--- src/hdl/sawm_pkg.sv ---
// ----------------------------------------------------------------------------
// sawm_pkg: shared types and constants of the stack allocator
// Opcodes, status codes, register map and widths used by the top, controller, registers and bench.
// ----------------------------------------------------------------------------
package sawm_pkg;

	// Size record stack
	localparam int RECORD_DEPTH = 256;
	localparam int DEPTH_BITS   = $clog2(RECORD_DEPTH);
	localparam int CNT_BITS     = $clog2(RECORD_DEPTH + 1);

	// Offsets and field widths
	localparam int OFFSET_BITS = 21;
	localparam int SIZE_BITS   = 21;
	localparam int ADDR_BITS   = 32;
	localparam int COUNT_BITS  = 32;
	localparam logic [OFFSET_BITS-1:0] OFFSET_MASK = '1;

	// Opcodes
	localparam logic [2:0] OP_ALLOC = 3'd0;
	localparam logic [2:0] OP_FREE  = 3'd1;
	localparam logic [2:0] OP_CLEAR = 3'd2;
	localparam logic [2:0] OP_MARK  = 3'd3;
	localparam logic [2:0] OP_FTM   = 3'd4;

	// Status codes
	localparam logic [2:0] ST_OK         = 3'd0;
	localparam logic [2:0] ST_IGNORED    = 3'd1;
	localparam logic [2:0] ST_NO_SPACE   = 3'd2;
	localparam logic [2:0] ST_FULL       = 3'd3;
	localparam logic [2:0] ST_NOT_LAST   = 3'd4;
	localparam logic [2:0] ST_BAD_MARKER = 3'd5;

	// Register map: word index taken from paddr[2]
	localparam int APB_AW = 3;
	localparam logic REG_BUFFER_BASE = 1'b0;
	localparam logic REG_BUFFER_SIZE = 1'b1;
	localparam logic [ADDR_BITS-1:0] BASE_RESET = 32'd4096;
	localparam logic [SIZE_BITS-1:0] SIZE_RESET = 21'd65536;

	// Configuration seen by the controller
	typedef struct packed {
		logic [ADDR_BITS-1:0] base;
		logic [SIZE_BITS-1:0] size;
	} cfg_t;

endpackage

--- src/hdl/sawm_regs.sv ---
// ----------------------------------------------------------------------------
// sawm_regs: APB configuration registers
// Holds the buffer base address and the buffer size.
// ----------------------------------------------------------------------------
module sawm_regs (
	input  logic                          clk,
	input  logic                          arst_n,
	input  logic                          psel,
	input  logic                          penable,
	input  logic                          pwrite,
	input  logic [sawm_pkg::APB_AW-1:0]   paddr,
	input  logic [31:0]                   pwdata,
	output logic [31:0]                   prdata,
	output logic                          pready,
	output sawm_pkg::cfg_t                cfg
);
	import sawm_pkg::*;

	logic [ADDR_BITS-1:0] base_q;
	logic [SIZE_BITS-1:0] size_q;
	logic                 wr_en;

	assign pready = 1'b1;
	assign wr_en  = psel && penable && pwrite && pready;

	// Capture writes in the access phase
	always_ff @(posedge clk or negedge arst_n) begin
		if (!arst_n) begin
			base_q <= BASE_RESET;
			size_q <= SIZE_RESET;
		end else if (wr_en) begin
			case (paddr[2])
				REG_BUFFER_BASE: base_q <= pwdata;
				REG_BUFFER_SIZE: size_q <= pwdata[SIZE_BITS-1:0];
				default: ;
			endcase
		end
	end

	// Read back
	always_comb begin
		case (paddr[2])
			REG_BUFFER_BASE: prdata = base_q;
			REG_BUFFER_SIZE: prdata = 32'(size_q);
			default:         prdata = '0;
		endcase
	end

	assign cfg.base = base_q;
	assign cfg.size = size_q;

endmodule

--- config.mk ---
export PLATFORM = sky130hd
export DESIGN_NAME = sawm_regs
export DESIGN_NICKNAME = d
export VERILOG_FILES = /design/src/hdl/sawm_pkg.sv /design/src/hdl/sawm_regs.sv
export SDC_FILE = /design/constraint.sdc
export NUM_CORES = 1
export LEC_CHECK = 0
export BUFFER_PORTS_ARGS = -buffer_cell sky130_fd_sc_hd__buf_2
export CORE_MARGIN = 1
export CORE_UTILIZATION = 29
export DETAILED_ROUTE_END_ITERATION = 10
export SYNTH_ARGS = -nofsm -noshare
export SYNTH_HDL_FRONTEND = slang
export SYNTH_SLANG_ARGS = --single-unit
--- constraint.sdc ---
create_clock -name clk -period 1.7 [get_ports clk]
set_input_delay 0.425 -clock clk [delete_from_list [all_inputs] [get_ports clk]]
set_output_delay 0.425 -clock clk [all_outputs]
set_load 0.01 [all_outputs]
## Word-level counts from Yosys, hierarchy flattened

Index checks and enable logic that the tools add are counted.

| word-level totals | value |
|---|---|
| bits in latches | 0 |
| bits in writable memories | 0 |
| ROM bits | 0 |
| word-level logic and storage cells | 8 |
| memories | 0 |
| flip-flop bits (word level) | 53 |

| cells by class | value |
|---|---|
| equal/unequal tests | 0 |
| shift-type cells | 0 |
| add/sub/neg operators | 0 |
| muxes and demuxes | 1 |
| $mul | 0 |
| reductions and logical operators | 4 |
| bitwise gates (word level) | 1 |
| div/mod/pow operators | 0 |
| magnitude comparators | 0 |

Operators with widths:

| cell | number |
|---|---|
| $pmux W32 S2 | 1 |
| $reduce_and A2 Y1 | 2 |
| $logic_and A1 B1 Y1 | 2 |
| $not A1 Y1 | 1 |

## Longest topological paths before layout

| logic depth | value |
|---|---|
| depth after elaboration | 3 |
| mapped depth | 4 |
| gate-level depth less buffers | 2 |

## Worst setup path after synthesis

Ideal clock, no wire load.

| timing path | value |
|---|---|
| kind | input to output |
| start point | in paddr[2] (netlist bit) |
| end point | out prdata[10] |
| arrival | 1148 ps |
| path slack | 127 ps |
| required time | 1275 ps |
| stages on the path | 3 |
| path buffers | 2 |
| cells stage by stage | buf_2 buf_2 mux2_2 |

| between the ends | value |
|---|---|
| cells in the longest elaborated chain, start to end | 2 |

RTL lines:

| element | RTL line | RTL |
|---|---|---|
| start, declared | sawm_regs.sv:11 | `input logic [sawm_pkg::APB_AW-1:0] paddr,` |
| $not A1 Y1 | - |  |
| $pmux W32 S2 * | sawm_regs.sv:42 | `case (paddr[2])` |
| end, declared | sawm_regs.sv:13 | `output logic [31:0] prdata,` |

Mark *: on every way between the ends. The rest lies on a longest branch, timed or not.

## Worst setup path after layout

| timing path | value |
|---|---|
| start point | in paddr[2] (netlist bit) |
| end point | out prdata[15] |

Same word-level chain as after synthesis.

==> results.sh <==
export IMPL_multi_input_area_um2=1049
export IMPL_rows=33
export IMPL_r2r_end="base_q[4]$_DFFE_PN0P_"
export IMPL_cts_max_path_buffers=2
export IMPL_ys_ff_latch=53
export IMPL_place_area_um2=3229
export IMPL_syn_nets=191
export IMPL_yosysUniqueCellTypes=12
export IMPL_worstSetupEndpointType="output port"
export IMPL_power_leakage_nw=1.782
export IMPL_stdcell_area_um2=3363
export IMPL_place_gp_congestion=0.6693
export IMPL_die_y_um=93.87
export IMPL_fin_nets=318
export IMPL_cts_root_buffer_cell="clkbuf_8"
export IMPL_grt_pass1_vias=1599
export IMPL_fp_dieArea_um2=8811
export IMPL_max_vdd_ir_drop_v=0.0005269
export IMPL_post_cts_buffers=0
export IMPL_setup_ws_ns=0.06342
export IMPL_netlist_area_um2=2447
export IMPL_drive_gt1_frac=0.7706
export IMPL_grt_start_max_net_pins=54
export IMPL_wl_per_cell_um=13.05
export IMPL_wl_um=5013
export IMPL_dp_hpwl_um=3672
export IMPL_area_growth_pct=37.42
export IMPL_gr_usage_all_layers=0.1171
export IMPL_critPathBufInv=3
export IMPL_cts_sinks=53
export IMPL_r2r_start="base_q[4]$_DFFE_PN0P_"
export IMPL_reg2regPathDepth=1
export IMPL_die_x_um=93.87
export IMPL_fmax_mhz=611.0
export IMPL_clock_power_share=0.247
export IMPL_io_buffers=122
export IMPL_max_stage_delay_ns=0.34
export IMPL_swShare=0.2860
export IMPL_clk_pin_slew_ns=0.09
export IMPL_async_flop_share=1.000
export IMPL_crit_type="primary input to output port"
export IMPL_setup_worst_path_start="paddr[2]"
export IMPL_yosysSeqAreaShare=0.5429
export IMPL_drtAntennaViolNets=0
export IMPL_grt_pass1_wl_um=7997
export IMPL_synth_area_top_cells="dfrtp_1 (52%), mux2_2 (20%), mux2_4 (18%)"
export IMPL_synth_top_area_cell="dfrtp_1"
export IMPL_synth_area_per_cell_um2=16.21
export IMPL_slowest_stage="mux2_2"
export IMPL_dp_slack_ns=0.06600
export IMPL_cts_buffers=5
export IMPL_worstPathMaxFanout=20
export IMPL_core_region_area_um2=8175
export IMPL_start_kind="primary input"
export IMPL_via_per_inst=4.367
export IMPL_clk_latency_ns=0.30
export IMPL_h_tree_depth=2
export IMPL_path_cells="buf_2, buf_12, mux2_2, buf_2"
export IMPL_hold_ws_ns=0.1029
export IMPL_synthFlopType="dfrtp_1"
export IMPL_finalHoldViolations=0
export IMPL_min_path_type="primary input to asynchronous set/reset pin"
export IMPL_synth_common_cells="dfrtp_1 (51), mux2_2 (44), mux2_4 (30), nor2b_1 (11), buf_2 (5)"
export IMPL_crit_path_frequent_cell="buf_2"
export IMPL_path_depth=4
export IMPL_slew_violations=0
export IMPL_fin_tns_setup_ns=0
export IMPL_cts_resized=0
export IMPL_setup_viol=0
export IMPL_power_internal_w=0.002881
export IMPL_yosys_cell_count_top_type="dfrtp_1"
export IMPL_drt_pass1_iter_count=4
export IMPL_first_iter_violations=12
export IMPL_cp_required_ns=1.27
export IMPL_comb_power_share=0.320
export IMPL_vias=1677
export IMPL_seq_area_um2=1329
export IMPL_clock_skew_ns=0
export IMPL_fill_cells=793
export IMPL_cp_arrival_ns=1.21
export IMPL_outcome="finished clean"
export IMPL_rsz0062_at_grt="no"
export IMPL_drc_errors=0
export IMPL_antenna_cells=0
export IMPL_sequentialPowerShare=0.433
export IMPL_syn_inst=151
export IMPL_maxCapViolCount=0
export IMPL_cp_top_family="buffers and inverters"
export IMPL_design_portCount=126
export IMPL_final_min_clock_period_ns=1.637
export IMPL_grt_antenna_before_repair=0
export IMPL_p_per_area_nw_per_um2=1199
export IMPL_p_sw_w=0.001154
export IMPL_fin_util=0.4114
export IMPL_finalCritPeriodShare=0.9627
export IMPL_synth_top_area_frac=0.5215
export IMPL_synth_edf_count=0
export IMPL_r2r_slack_ns=0.92
export IMPL_initial_core_util=0.2994
export IMPL_cts_tree="yes"
export IMPL_holdBufCountCts=0
export IMPL_yosysWarnings=0
export IMPL_grt_ovfl_total=0
[power groups by stage]
stage	combinational (W)	clock (W)	sequential (W)
4_1_cts	0.00131	0.00105	0.00175
3_5_place_dp	0.00131	0	0.00177
6_report	0.00129	0.000998	0.00175
5_1_grt	0.00141	0.00109	0.00179
2_1_floorplan	0.000617	0	0.00188
3_3_place_gp	0.00130	0	0.00176
[registers in the layout, summed over array words and instances, names as in the netlist]
name and flops:
base_q 32, size_q 21
[stage by stage]
step                cells  power, W
floorplan             151  0.002496
global placement      376  0.003059
detailed placement    376  0.003079
CTS                   384  0.004112
global route          384  0.004291
finish                384  0.004034
[logic make-up (layout without fill, tap and decap cells)]
group	Yosys count	count (layout)	share of synthesized area
flip-flops	53	53	0.5429
multiplexers	74	74	0.3865
buffers and inverters	10	138	0.02863
other	1	1	0.001532
AND/OR/NAND/NOR	13	13	0.04039
[layer usage]
layer / up-vias / global-route usage / part of all wire
met4: 0 / 0.03462 / 0.011
met1: 829 / 0.1517 / 0.46
met5: - / 0 / 0
met2: 62 / 0.1898 / 0.47
met3: 5 / 0.03236 / 0.057
li1: 781 / - / -
[cell type report]
type                            instances  area share
Clock buffer                            5     0.02046
Multi-Input combinational cell         88      0.3118
Clock inverter                          3     0.01935
Tap cell                              105     0.03906
Sequential cell                        53      0.3951
Timing Repair Buffer                  130      0.2143
[worst max-delay path by stage]
stage / slack [ns] / endpoint
finish: 0.06 / prdata[15]
global route: 0.03 / prdata[19]
CTS: 0.06 / prdata[19]
detailed placement: 0.07 / prdata[19]
global placement: 0.07 / prdata[19]
floorplan: 0.13 / prdata[10]
[placed cells by master (no fill, tap or decap), drive strengths merged]
master and n:
nor2b 11, bufinv 2, dfstp 2, clkbuf 5, clkinv 1, nand4 1
conb 1, nand4b 1, dfrtp 51, buf 130, mux2 74
(Power assumes the default switching activity.)
