## config.mk

```make
export PLATFORM = sky130hd
export DESIGN_NAME = sawm_ctrl
export DESIGN_NICKNAME = d
export VERILOG_FILES = /design/src/hdl/sawm_pkg.sv /design/src/hdl/sawm_ctrl.sv
export SDC_FILE = /design/constraint.sdc
export NUM_CORES = 1
export LEC_CHECK = 0
export CAP_MARGIN = 10
export CORE_UTILIZATION = 43
export DETAILED_ROUTE_END_ITERATION = 10
export DONT_BUFFER_PORTS = 1
export GPL_TIMING_DRIVEN = 0
export SETUP_SLACK_MARGIN = 0.3
export SYNTH_ARGS = -nofsm -noshare
export SYNTH_HDL_FRONTEND = slang
export SYNTH_SLANG_ARGS = --single-unit
```

## constraint.sdc

```tcl
create_clock -name clk -period 10.05 [get_ports clk]
set_input_delay 1.5075 -clock clk [delete_from_list [all_inputs] [get_ports clk]]
set_output_delay 1.5075 -clock clk [all_outputs]
set_load 0.02 [all_outputs]
```

## src/hdl/sawm_pkg.sv

```systemverilog
// ----------------------------------------------------------------------------
// sawm_pkg: shared types and constants of the stack allocator
// Opcodes, status codes, register map and widths used by the top, controller, registers and bench.
// ----------------------------------------------------------------------------
package sawm_pkg;

	// Size record stack
	localparam int RECORD_DEPTH = 256;
	localparam int DEPTH_BITS   = $clog2(RECORD_DEPTH);
	localparam int CNT_BITS     = $clog2(RECORD_DEPTH + 1);

	// Offsets and field widths
	localparam int OFFSET_BITS = 21;
	localparam int SIZE_BITS   = 21;
	localparam int ADDR_BITS   = 32;
	localparam int COUNT_BITS  = 32;
	localparam logic [OFFSET_BITS-1:0] OFFSET_MASK = '1;

	// Opcodes
	localparam logic [2:0] OP_ALLOC = 3'd0;
	localparam logic [2:0] OP_FREE  = 3'd1;
	localparam logic [2:0] OP_CLEAR = 3'd2;
	localparam logic [2:0] OP_MARK  = 3'd3;
	localparam logic [2:0] OP_FTM   = 3'd4;

	// Status codes
	localparam logic [2:0] ST_OK         = 3'd0;
	localparam logic [2:0] ST_IGNORED    = 3'd1;
	localparam logic [2:0] ST_NO_SPACE   = 3'd2;
	localparam logic [2:0] ST_FULL       = 3'd3;
	localparam logic [2:0] ST_NOT_LAST   = 3'd4;
	localparam logic [2:0] ST_BAD_MARKER = 3'd5;

	// Register map: word index taken from paddr[2]
	localparam int APB_AW = 3;
	localparam logic REG_BUFFER_BASE = 1'b0;
	localparam logic REG_BUFFER_SIZE = 1'b1;
	localparam logic [ADDR_BITS-1:0] BASE_RESET = 32'd4096;
	localparam logic [SIZE_BITS-1:0] SIZE_RESET = 21'd65536;

	// Configuration seen by the controller
	typedef struct packed {
		logic [ADDR_BITS-1:0] base;
		logic [SIZE_BITS-1:0] size;
	} cfg_t;

endpackage

```

## src/hdl/sawm_ctrl.sv

```systemverilog
// ----------------------------------------------------------------------------
// sawm_ctrl: allocator sequencer
// Keeps top offset, record depth and counters; drives the size record RAM.
// ----------------------------------------------------------------------------
module sawm_ctrl (
	input  logic                              clk,
	input  logic                              arst_n,
	input  sawm_pkg::cfg_t                    cfg,
	input  logic                              start,
	output logic                              busy,
	input  logic [2:0]                        opcode,
	input  logic [sawm_pkg::SIZE_BITS-1:0]    num_bytes,
	input  logic [sawm_pkg::ADDR_BITS-1:0]    address,
	output logic                              done,
	output logic [2:0]                        status,
	output logic [sawm_pkg::ADDR_BITS-1:0]    result_address,
	output logic [sawm_pkg::COUNT_BITS-1:0]   alloc_count,
	output logic [sawm_pkg::COUNT_BITS-1:0]   free_count,
	output logic [sawm_pkg::CNT_BITS-1:0]     live_blocks,
	output logic                              mem_we,
	output logic [sawm_pkg::DEPTH_BITS-1:0]   mem_waddr,
	output logic [sawm_pkg::SIZE_BITS-1:0]    mem_wdata,
	output logic                              mem_re,
	output logic [sawm_pkg::DEPTH_BITS-1:0]   mem_raddr,
	input  logic [sawm_pkg::SIZE_BITS-1:0]    mem_rdata
);
	import sawm_pkg::*;

	typedef enum logic [1:0] {
		S_IDLE,
		S_FREE,
		S_WALK
	} state_t;

	state_t                 state_q, state_d;
	logic [OFFSET_BITS-1:0] top_q, top_d;
	logic [CNT_BITS-1:0]    depth_q, depth_d;
	logic [COUNT_BITS-1:0]  allocs_q, allocs_d;
	logic [COUNT_BITS-1:0]  frees_q, frees_d;
	logic [OFFSET_BITS-1:0] cur_q, cur_d;
	logic [CNT_BITS-1:0]    pos_q, pos_d;
	logic [ADDR_BITS-1:0]   opnd_q, opnd_d;
	logic                   done_q;
	logic [2:0]             status_q, st_d;
	logic [ADDR_BITS-1:0]   res_q, res_d;

	logic                   accept;
	logic                   fin;
	logic                   use_alloc;
	logic [ADDR_BITS-1:0]   alloc_res;
	logic [ADDR_BITS-1:0]   cap32;
	logic [ADDR_BITS-1:0]   top32;
	logic [ADDR_BITS-1:0]   top_addr;
	logic [ADDR_BITS-1:0]   off32;
	logic [OFFSET_BITS-1:0] last_sz;
	logic [OFFSET_BITS-1:0] ncur;
	logic [CNT_BITS-1:0]    npos;

	assign accept   = start && (state_q == S_IDLE);
	assign busy     = (state_q != S_IDLE);
	assign top32    = ADDR_BITS'(top_q);
	assign top_addr = cfg.base + top32;
	assign off32    = address - cfg.base;
	assign cap32    = (ADDR_BITS'(cfg.size) > ADDR_BITS'(OFFSET_MASK)) ?
		ADDR_BITS'(OFFSET_MASK) : ADDR_BITS'(cfg.size);
	assign last_sz  = OFFSET_BITS'(mem_rdata);
	assign ncur     = cur_q - last_sz;
	assign npos     = pos_q - 1'b1;

	// Decide the next state of the allocator
	always_comb begin
		state_d   = state_q;
		top_d     = top_q;
		depth_d   = depth_q;
		allocs_d  = allocs_q;
		frees_d   = frees_q;
		cur_d     = cur_q;
		pos_d     = pos_q;
		opnd_d    = opnd_q;
		fin       = 1'b0;
		st_d      = ST_OK;
		use_alloc = 1'b0;
		alloc_res = '0;
		mem_we    = 1'b0;
		mem_waddr = depth_q[DEPTH_BITS-1:0];
		mem_wdata = num_bytes;
		mem_re    = 1'b0;
		mem_raddr = DEPTH_BITS'(depth_q - 1'b1);

		case (state_q)
			S_IDLE: begin
				if (accept) begin
					case (opcode)
						OP_ALLOC: begin
							fin       = 1'b1;
							use_alloc = 1'b1;
							if (top32 > cap32 || (cap32 - top32) < ADDR_BITS'(num_bytes)) begin
								st_d = ST_NO_SPACE;
							end else if (depth_q >= CNT_BITS'(RECORD_DEPTH)) begin
								st_d = ST_FULL;
							end else begin
								alloc_res = top_addr;
								top_d     = top_q + OFFSET_BITS'(num_bytes);
								depth_d   = depth_q + 1'b1;
								allocs_d  = allocs_q + 1'b1;
								mem_we    = 1'b1;
							end
						end
						OP_FREE: begin
							if (address == '0) begin
								fin  = 1'b1;
								st_d = ST_IGNORED;
							end else if (depth_q == '0) begin
								fin  = 1'b1;
								st_d = ST_NOT_LAST;
							end else begin
								mem_re  = 1'b1;
								opnd_d  = address;
								state_d = S_FREE;
							end
						end
						OP_CLEAR: begin
							fin      = 1'b1;
							top_d    = '0;
							depth_d  = '0;
							allocs_d = '0;
							frees_d  = '0;
						end
						OP_MARK: begin
							fin = 1'b1;
						end
						OP_FTM: begin
							if (address == '0 || address == top_addr) begin
								fin  = 1'b1;
								st_d = ST_IGNORED;
							end else if (off32 >= top32 || depth_q == '0) begin
								fin  = 1'b1;
								st_d = ST_BAD_MARKER;
							end else begin
								mem_re  = 1'b1;
								cur_d   = top_q;
								pos_d   = depth_q;
								opnd_d  = off32;
								state_d = S_WALK;
							end
						end
						default: begin
							fin  = 1'b1;
							st_d = ST_IGNORED;
						end
					endcase
				end
			end
			S_FREE: begin
				// Pop only if the address matches the last block
				fin     = 1'b1;
				state_d = S_IDLE;
				if (last_sz > top_q ||
					opnd_q != cfg.base + ADDR_BITS'(top_q - last_sz)) begin
					st_d = ST_NOT_LAST;
				end else begin
					top_d   = top_q - last_sz;
					depth_d = depth_q - 1'b1;
					frees_d = frees_q + 1'b1;
				end
			end
			S_WALK: begin
				// Prefetch the record below the one being examined
				mem_re    = 1'b1;
				mem_raddr = DEPTH_BITS'(pos_q - 2'd2);
				if (last_sz > cur_q) begin
					fin     = 1'b1;
					st_d    = ST_BAD_MARKER;
					state_d = S_IDLE;
				end else if (ncur == opnd_q[OFFSET_BITS-1:0]) begin
					fin     = 1'b1;
					state_d = S_IDLE;
					top_d   = ncur;
					depth_d = npos;
					frees_d = frees_q + COUNT_BITS'(depth_q - npos);
				end else if (ncur < opnd_q[OFFSET_BITS-1:0] || npos == '0) begin
					fin     = 1'b1;
					st_d    = ST_BAD_MARKER;
					state_d = S_IDLE;
				end else begin
					cur_d = ncur;
					pos_d = npos;
				end
			end
			default: begin
				state_d = S_IDLE;
			end
		endcase

		res_d = use_alloc ? alloc_res : (cfg.base + ADDR_BITS'(top_d));
	end

	// Hold state and registered results
	always_ff @(posedge clk or negedge arst_n) begin
		if (!arst_n) begin
			state_q  <= S_IDLE;
			top_q    <= '0;
			depth_q  <= '0;
			allocs_q <= '0;
			frees_q  <= '0;
			done_q   <= 1'b0;
			cur_q    <= '0;
			pos_q    <= '0;
			opnd_q   <= '0;
			status_q <= ST_OK;
			res_q    <= '0;
		end else begin
			state_q  <= state_d;
			top_q    <= top_d;
			depth_q  <= depth_d;
			allocs_q <= allocs_d;
			frees_q  <= frees_d;
			done_q   <= fin;
			cur_q    <= cur_d;
			pos_q    <= pos_d;
			opnd_q   <= opnd_d;
			if (fin) begin
				status_q <= st_d;
				res_q    <= res_d;
			end
		end
	end

	assign done           = done_q;
	assign status         = status_q;
	assign result_address = res_q;
	assign alloc_count    = allocs_q;
	assign free_count     = frees_q;
	assign live_blocks    = depth_q;

	// Record depth never passes the stack size
	a_depth_bound: assert property (@(posedge clk) disable iff (!arst_n)
		depth_q <= CNT_BITS'(RECORD_DEPTH))
		else $error("record depth beyond stack size");

	// The walk only runs with records left to pop
	a_walk_pos: assert property (@(posedge clk) disable iff (!arst_n)
		(state_q == S_WALK) |-> (pos_q != '0 && pos_q <= depth_q))
		else $error("walk position out of range");

	// A result only follows an accepted transaction or ongoing work
	a_done_src: assert property (@(posedge clk) disable iff (!arst_n)
		done_q |-> $past(accept || state_q != S_IDLE))
		else $error("result without a transaction");

	// Clear empties the stack at once
	a_clear: assert property (@(posedge clk) disable iff (!arst_n)
		(accept && opcode == OP_CLEAR) |=> (done_q && depth_q == '0 && top_q == '0))
		else $error("clear did not empty the stack");

endmodule

```

* Word level (Yosys, flattened, before mapping)
Index checks and enable logic that the tools add are counted.
Word-level totals: register bits after elaboration 194, latch bits 0, memory bits (writable) 0, ROM bits 0, bits of input ports 133, output and inout port bits 149, logic and storage cells 193, memories kept 0
Operators by class: $add $sub $neg 17, multipliers 0, divide/modulo/power cells 0, order comparisons 7, equality and inequality tests 34, shifts and indexed selects 0, mux-type cells 101, bitwise operators 0, reduce and logical (&&, ||, !) cells 23
Operators by type and width (count):
- 2-to-1 mux 32 bit | 17
- 2-to-1 mux 21 bit | 13
- one-hot mux 32 bit (2 select lines) | 2
- 2-to-1 mux 9 bit | 13
- one-hot mux 32 bit (3 select lines) | 1
- one-hot mux 21 bit (2 select lines) | 2
- adder 32 x 1 -> 32 bit, second input constant | 2
- adder 32 x 21 -> 32 bit | 2
- adder 32 bit | 2
- greater-than comparator 21 bit | 3
- one-hot mux 21 bit (3 select lines) | 1
- subtractor 21 x 21 -> 22 bit | 2
- subtractor 21 bit | 2
- one-hot mux 9 bit (2 select lines) | 2
- == test 32 bit | 1
- >= comparator 32 x 21 -> 1 bit | 1
- logical NOT 32 bit | 1
- less-than comparator 32 x 21 -> 1 bit | 1
- inequality test 32 bit | 1
- subtractor 32 bit | 1
- inequality test 2 bit, second input constant | 14
- 2-to-1 mux 3 bit | 9
- one-hot mux 9 bit (3 select lines) | 1
- adder 21 bit | 1
- 36 further kinds | 87

* Logic depth before layout (Yosys ltp)
depth after elaboration 9, depth in mapped cells 42, mapped depth without buffers 40

* Least setup slack after synthesis
OpenSTA, ideal clock, no wires.
kind input-to-reg, from input port mem_rdata[0] (netlist name), to register res_q[26] (netlist: result_address[26]), setup time 0.125 ns, arrival time 9.312 ns, required time 9.925 ns, path slack 0.614 ns, stages on the path 38, buffers on the path 1, path through ha_1 fa_1 nand2b_1 a21boi_0 o21ai_0 a21oi_1 o21ai_0 a21oi_1 o31a_1 a41oi_1 o21bai_1 xor2_1 ha_1 a21o_1 a21o_1 a21oi_1 nor3_1 o31a_1 [2 not listed] or4_1 nor3_1 o21a_1 buf_2 nand2_1 a22o_1 fa_1 a21o_1 a311o_1 o41ai_1 a211o_1 a31oi_1 o211ai_1 nand3b_1 nand3_1 o32ai_1 a32o_1 mux2_2
Between the ends: longest elaborated chain between the ends 8, elaborated cells on any way between the ends 21, those cells by class 5 x add/sub; 3 x order compare; 2 x eq/ne; 9 x mux; 2 x reduce/logical
RTL lines:
- from (decl) | RTL line sawm_ctrl.sv:25 | input logic [sawm_pkg::SIZE_BITS-1:0] mem_rdata
- subtractor 21 x 21 -> 22 bit | RTL line sawm_ctrl.sv:159 | opnd_q != cfg.base + ADDR_BITS'(top_q - last_sz)) begin
- adder 32 bit | RTL line sawm_ctrl.sv:159
- inequality test 32 bit | RTL line sawm_ctrl.sv:159
- logical OR 1 bit | RTL line sawm_ctrl.sv:158 | if (last_sz > top_q ||
- 2-to-1 mux 21 bit | RTL line sawm_ctrl.sv:158
- one-hot mux 21 bit (3 select lines) (*) | RTL line sawm_ctrl.sv:90 | case (state_q)
- named net top_d[1] | RTL line sawm_ctrl.sv:36 | logic [OFFSET_BITS-1:0] top_q, top_d;
- adder 32 x 21 -> 32 bit (*) | RTL line sawm_ctrl.sv:195 | res_d = use_alloc ? alloc_res : (cfg.base + ADDR_BITS'(top_d));
- 2-to-1 mux 32 bit (*) | RTL line sawm_ctrl.sv:195
- to (signal assigned) | RTL line sawm_ctrl.sv:224 | res_q <= res_d;
- to (decl) | RTL line sawm_ctrl.sv:45 | logic [ADDR_BITS-1:0] res_q, res_d;
Mark *: on every way through the listed nets, which the timed path passes. The rest lies on a longest branch. A chain may end at the register's enable or synchronous reset.

* Final worst setup path
from input port cfg[22] (netlist name), to output port mem_re
Between the ends: longest elaborated chain between the ends 8, elaborated cells on any way between the ends 11, those cells by class 2 x add/sub; 1 x order compare; 1 x eq/ne; 5 x mux; 2 x reduce/logical
RTL lines:
- from (decl) | RTL line sawm_ctrl.sv:8 | input sawm_pkg::cfg_t cfg,
- subtractor 32 bit | RTL line sawm_ctrl.sv:63 | assign off32 = address - cfg.base;
- >= comparator 32 x 21 -> 1 bit | RTL line sawm_ctrl.sv:136 | end else if (off32 >= top32 || depth_q == '0) begin
- logical OR 1 bit | RTL line sawm_ctrl.sv:136
- 2-to-1 mux 1 bit | RTL line sawm_ctrl.sv:136
- 2-to-1 mux 1 bit (*) | RTL line sawm_ctrl.sv:133 | if (address == '0 || address == top_addr) begin
- one-hot mux 1 bit (2 select lines) (*) | RTL line sawm_ctrl.sv:93 | case (opcode)
- 2-to-1 mux 1 bit (*) | RTL line sawm_ctrl.sv:92 | if (accept) begin
- one-hot mux 1 bit (2 select lines) (*) | RTL line sawm_ctrl.sv:90
- to (decl) | RTL line sawm_ctrl.sv:23 | output logic mem_re,
Every way passes the cells marked *; elsewhere a longest branch is shown, timed or not.

==> summary by stage <==
Floorplanning
The floorplan core area is between 50000 and 60000 um2. The number of placement rows is ~90. The die width is about 250 um.

For this configuration, the core starts out at a cell density of a little over two fifths. The die span in y is around 250 um. In this run the count of I/O pins placed on the die edge is around 280. The floorplan step defined a die boundary enclosing ~62000 um2.

Timing
Setup violations remaining at the end of the flow were counted as 0. The clock period could shrink to ~9500 ps. After layout, the worst setup slack is around 520 ps. Timing would allow up to 0.105 GHz. For the final routed database, the setup TNS stands at 0 ps.

At the pin with the least slew margin, the transition time is ~1200 ps. The hold violation count in the final report is 0. The number of pins with negative max-slew slack in the final report was 0.

Measured against its own limit, the worst slew margin works out to between 20% and 30%. The setup clock skew after layout is around 25 ps. The final cycle utilization of the critical path is between 90% and 100%.

Setup repair after global routing could not meet its margin everywhere.

Global route
The number of global-route vias before repair is approximately 25000. The global routing usage summed across all routing layers is 33.9%. The aggregate global routing overflow is 0. The number of antenna violations at the first check in global routing is 2.

The first-pass GRT wire length is approximately 160000 um. Entering global routing, the biggest net connects 195 pins.

Logic synthesis
The Yosys warning count is 0. The top cell type's share of synthesized area is roughly 19%. After synthesis the netlist holds a flip-flop and latch count of about 190. The average instance in the mapped netlist occupies between 7 and 8 um2.

The count of flip-flops with a built-in enable after synthesis is 0. The net count after synthesis is ~3700. The largest area contributor in the synthesized netlist is sky130_fd_sc_hd__dfrtp_1. The most used flip-flop cell after synthesis is sky130_fd_sc_hd__dfrtp_1. The synthesized instance count is 3284.

Counting flops with an async set or reset pin after synthesis yields a share of between 90% and 100%. Ranked by total cell area, the synthesized netlist is headed by sky130_fd_sc_hd__dfrtp_1 19%, sky130_fd_sc_hd__ha_1 15%, sky130_fd_sc_hd__xnor2_1 5.5%. The post-synthesis sequential area ratio is between 15 and 20%. The netlist area before placement is between 20000 and 30000 um2.

The netlist uses between 90 and 100 different library cells.

Setup path
The largest driver fanout on the critical path is 10. The required arrival time at the worst endpoint is between 8000 and 9000 ps. The sort of element at the end of the critical path is an output pin. STA classifies the critical path startpoint as a primary input. The worst register-to-register path begins at top_q[0]. The reg-to-reg setup timing slack is about 710 ps. By startpoint and endpoint, the worst setup path is classified as in2out. The worst flop-to-flop path endpoint is result_address[26].

Following the worst setup path forward leads to its endpoint at mem_re. The arrival time at the worst endpoint is about 8000 ps. The launching element of the worst setup path is cfg[22]. Measured in cells, the most critical reg-to-reg path has a length of 40.

Pwr
The peak supply drop is roughly 0.00013 V. In this run the static leakage power is roughly 13 nW. The power density of the placed cells is about 180 nW/um2.

The total power consumption of the routed design is roughly 5.2 mW.

Clocking
The number of clock sinks seen by CTS is between 150 and 200. Clock tree synthesis selected as its root buffer the cell sky130_fd_sc_hd__clkbuf_16. The H-tree was split into 4 levels. The clock passes through at most 2 buffers. Clock latency on the worst-skew pair, taken at its later pin, is about 520 ps. The clock-pin slew of the registers on the worst-case setup and hold paths is 90 ps. TritonCTS created 17 clock buffers. The TritonCTS clock tree is done.

Finish
The core occupancy in the finished layout is between 40 and 50%. Compared with the post-synthesis result, the final layout area differs by 9.50%. 0 antenna diodes ended up in the layout. In the final design database the tool counted about 3800 nets. The fraction of layout cells with a size suffix above 1 is between 9 and 10%. For this run, the number of standard cells in the final layout without fillers is around 4100.

Placed design
Once placement completed, the tool counted placed cells totaling a little over 4000. The post-place setup slack is -2670 ps. The final weighted congestion in routability-driven placement is 1.03.

The count of buffers added on input and output ports is 0. Detailed placement finished with a half-perimeter wire length of approximately 88000 um.

Route
The remaining antenna violation count is 0. The initial DRC count is ~2200. The total wirelength of the detailed-routed design is about 110000 um. The post-detailed-route wirelength per cell is 25.9 um.

The via count is 26100. The number of detailed-routing iterations run before antenna repair is 7. In the routed design, unresolved DRC markers number 0.

After detailed routing, the number of vias per cell comes to 6.33.

Hold path
The worst min-delay path category is reg2reg.

Flow run
The tool flagged a number of max-cap violations equal to 0.

Run status
The run finished with clean final reports.
-- where the power goes --
part | total [mW] | internal, mW | switching [mW]
Combinational | 3.00 | 1.15 | 1.85
Sequential | 1.43 | 0.983 | 0.449
Clock | 0.746 | 0.341 | 0.404
-- how the worst min path moves through the flow --
| stage | cells past startpoint | endpoint | startpoint |
|---|---|---|---|
| CTS | 1 | cur_q[0] | cur_q[0] |
| floorplan | 1 | cur_q[0] | cur_q[0] |
| global route | 1 | cur_q[0] | cur_q[0] |
| global placement | 1 | cur_q[0] | cur_q[0] |
| finish | 1 | cur_q[0] | cur_q[0] |
| detailed placement | 1 | cur_q[0] | cur_q[0] |
-- worst max-delay path, stage by stage --
cell                        delay [ps]
sky130_fd_sc_hd__inv_1             130
sky130_fd_sc_hd__ha_1              250
sky130_fd_sc_hd__nor2b_1           140
sky130_fd_sc_hd__o31a_1            280
sky130_fd_sc_hd__o21ai_0           180
sky130_fd_sc_hd__nand2b_1          110
sky130_fd_sc_hd__a21oi_1           150
sky130_fd_sc_hd__o21bai_1          110
sky130_fd_sc_hd__a21o_1            190
sky130_fd_sc_hd__a21o_1            180
sky130_fd_sc_hd__xor2_1            340
sky130_fd_sc_hd__ha_1              320
sky130_fd_sc_hd__a211oi_1          240
sky130_fd_sc_hd__o21a_1            170
sky130_fd_sc_hd__o31ai_1            70
sky130_fd_sc_hd__a311oi_1          580
sky130_fd_sc_hd__nor4_1            270
sky130_fd_sc_hd__a2111oi_4         350
sky130_fd_sc_hd__nand3_1           130
sky130_fd_sc_hd__nor3_2            390
sky130_fd_sc_hd__o2111ai_1         520
sky130_fd_sc_hd__a21oi_2           530
sky130_fd_sc_hd__buf_2             570
sky130_fd_sc_hd__or2_2             280
-- per-stage QoR --
stage	cell area (um2)	hold slack [ps]
4_1_cts	28200	500
3_5_place_dp	27100	481
3_3_place_gp	27100	472
5_1_grt	28600	525
2_1_floorplan	26100	460
6_report	28600	498
-- state kept, by name, summed over array words and instances (netlist names), 2 cells and up --
name / cells
state_q: 2
free_count: 32
live_blocks: 9
opnd_q: 32
cur_q: 21
status: 3
alloc_count: 32
top_q: 21
pos_q: 9
result_address: 32
-- metal layers --
metal | GRT usage, % | part of all wire [%] | up-vias
li1 | - | - | 12200
met1 | 44.3 | 42 | 12600
met2 | 53.4 | 44 | 1111
met3 | 7.51 | 9.0 | 207
met4 | 15.0 | 4.6 | 4
met5 | 0 | 0.023 | -
-- cell families after synthesis --
kind of cell,share of synthesized area (%)
compound gates,26.5
simple gates,17.6
buf+inv,6.48
fa+ha+maj,15.4
xor+xnor,9.02
flops,18.6
mux,6.54
-- Yosys cell counts, drive strengths merged (61+ instances only) --
cell type	instances
ha	305
inv	258
a21oi	252
nor2	238
nand2	222
dfrtp	194
o21ai	189
xnor2	165
a21o	111
xor2	104
mux2i	102
clkbuf	86
nor3	84
nand3	76
mux2	61
-- placed cells by master (no fill, tap or decap), drive strengths merged, types with 36 or more instances in the layout --
master,n
dfrtp,194
mux2i,102
a211oi,38
xnor2,165
o21ai,189
clkbuf,99
o211ai,47
inv,265
ha,305
a21oi,252
o21a,44
nand4,54
and3,36
mux2,61
nor3,84
nand3,76
nand2,222
nor2,238
a21o,111
xor2,104
buf,98
-- area by class of cell --
class / count / area, um2
Fill cell: 6010 / 31000
Multi-Input combinational cell: 2685 / 20200
Sequential cell: 194 / 4850
Buffer: 145 / 766
Clock buffer: 18 / 439
Clock inverter: 14 / 161
Tap cell: 773 / 967
Inverter: 259 / 976
Timing Repair Buffer: 34 / 295
-- timing repair --
action | CTS | global route
endpoints found under the setup margin | 32 | 21
hold buffers | 0 | 0
gates cloned | 0 | 0
hold endpoints to repair | 0 | 0
pin swaps | 21 | 40
buffers inserted | 17 | 14
resized for setup | 74 | 83
No activity file was read; power rests on OpenSTA's default activity.
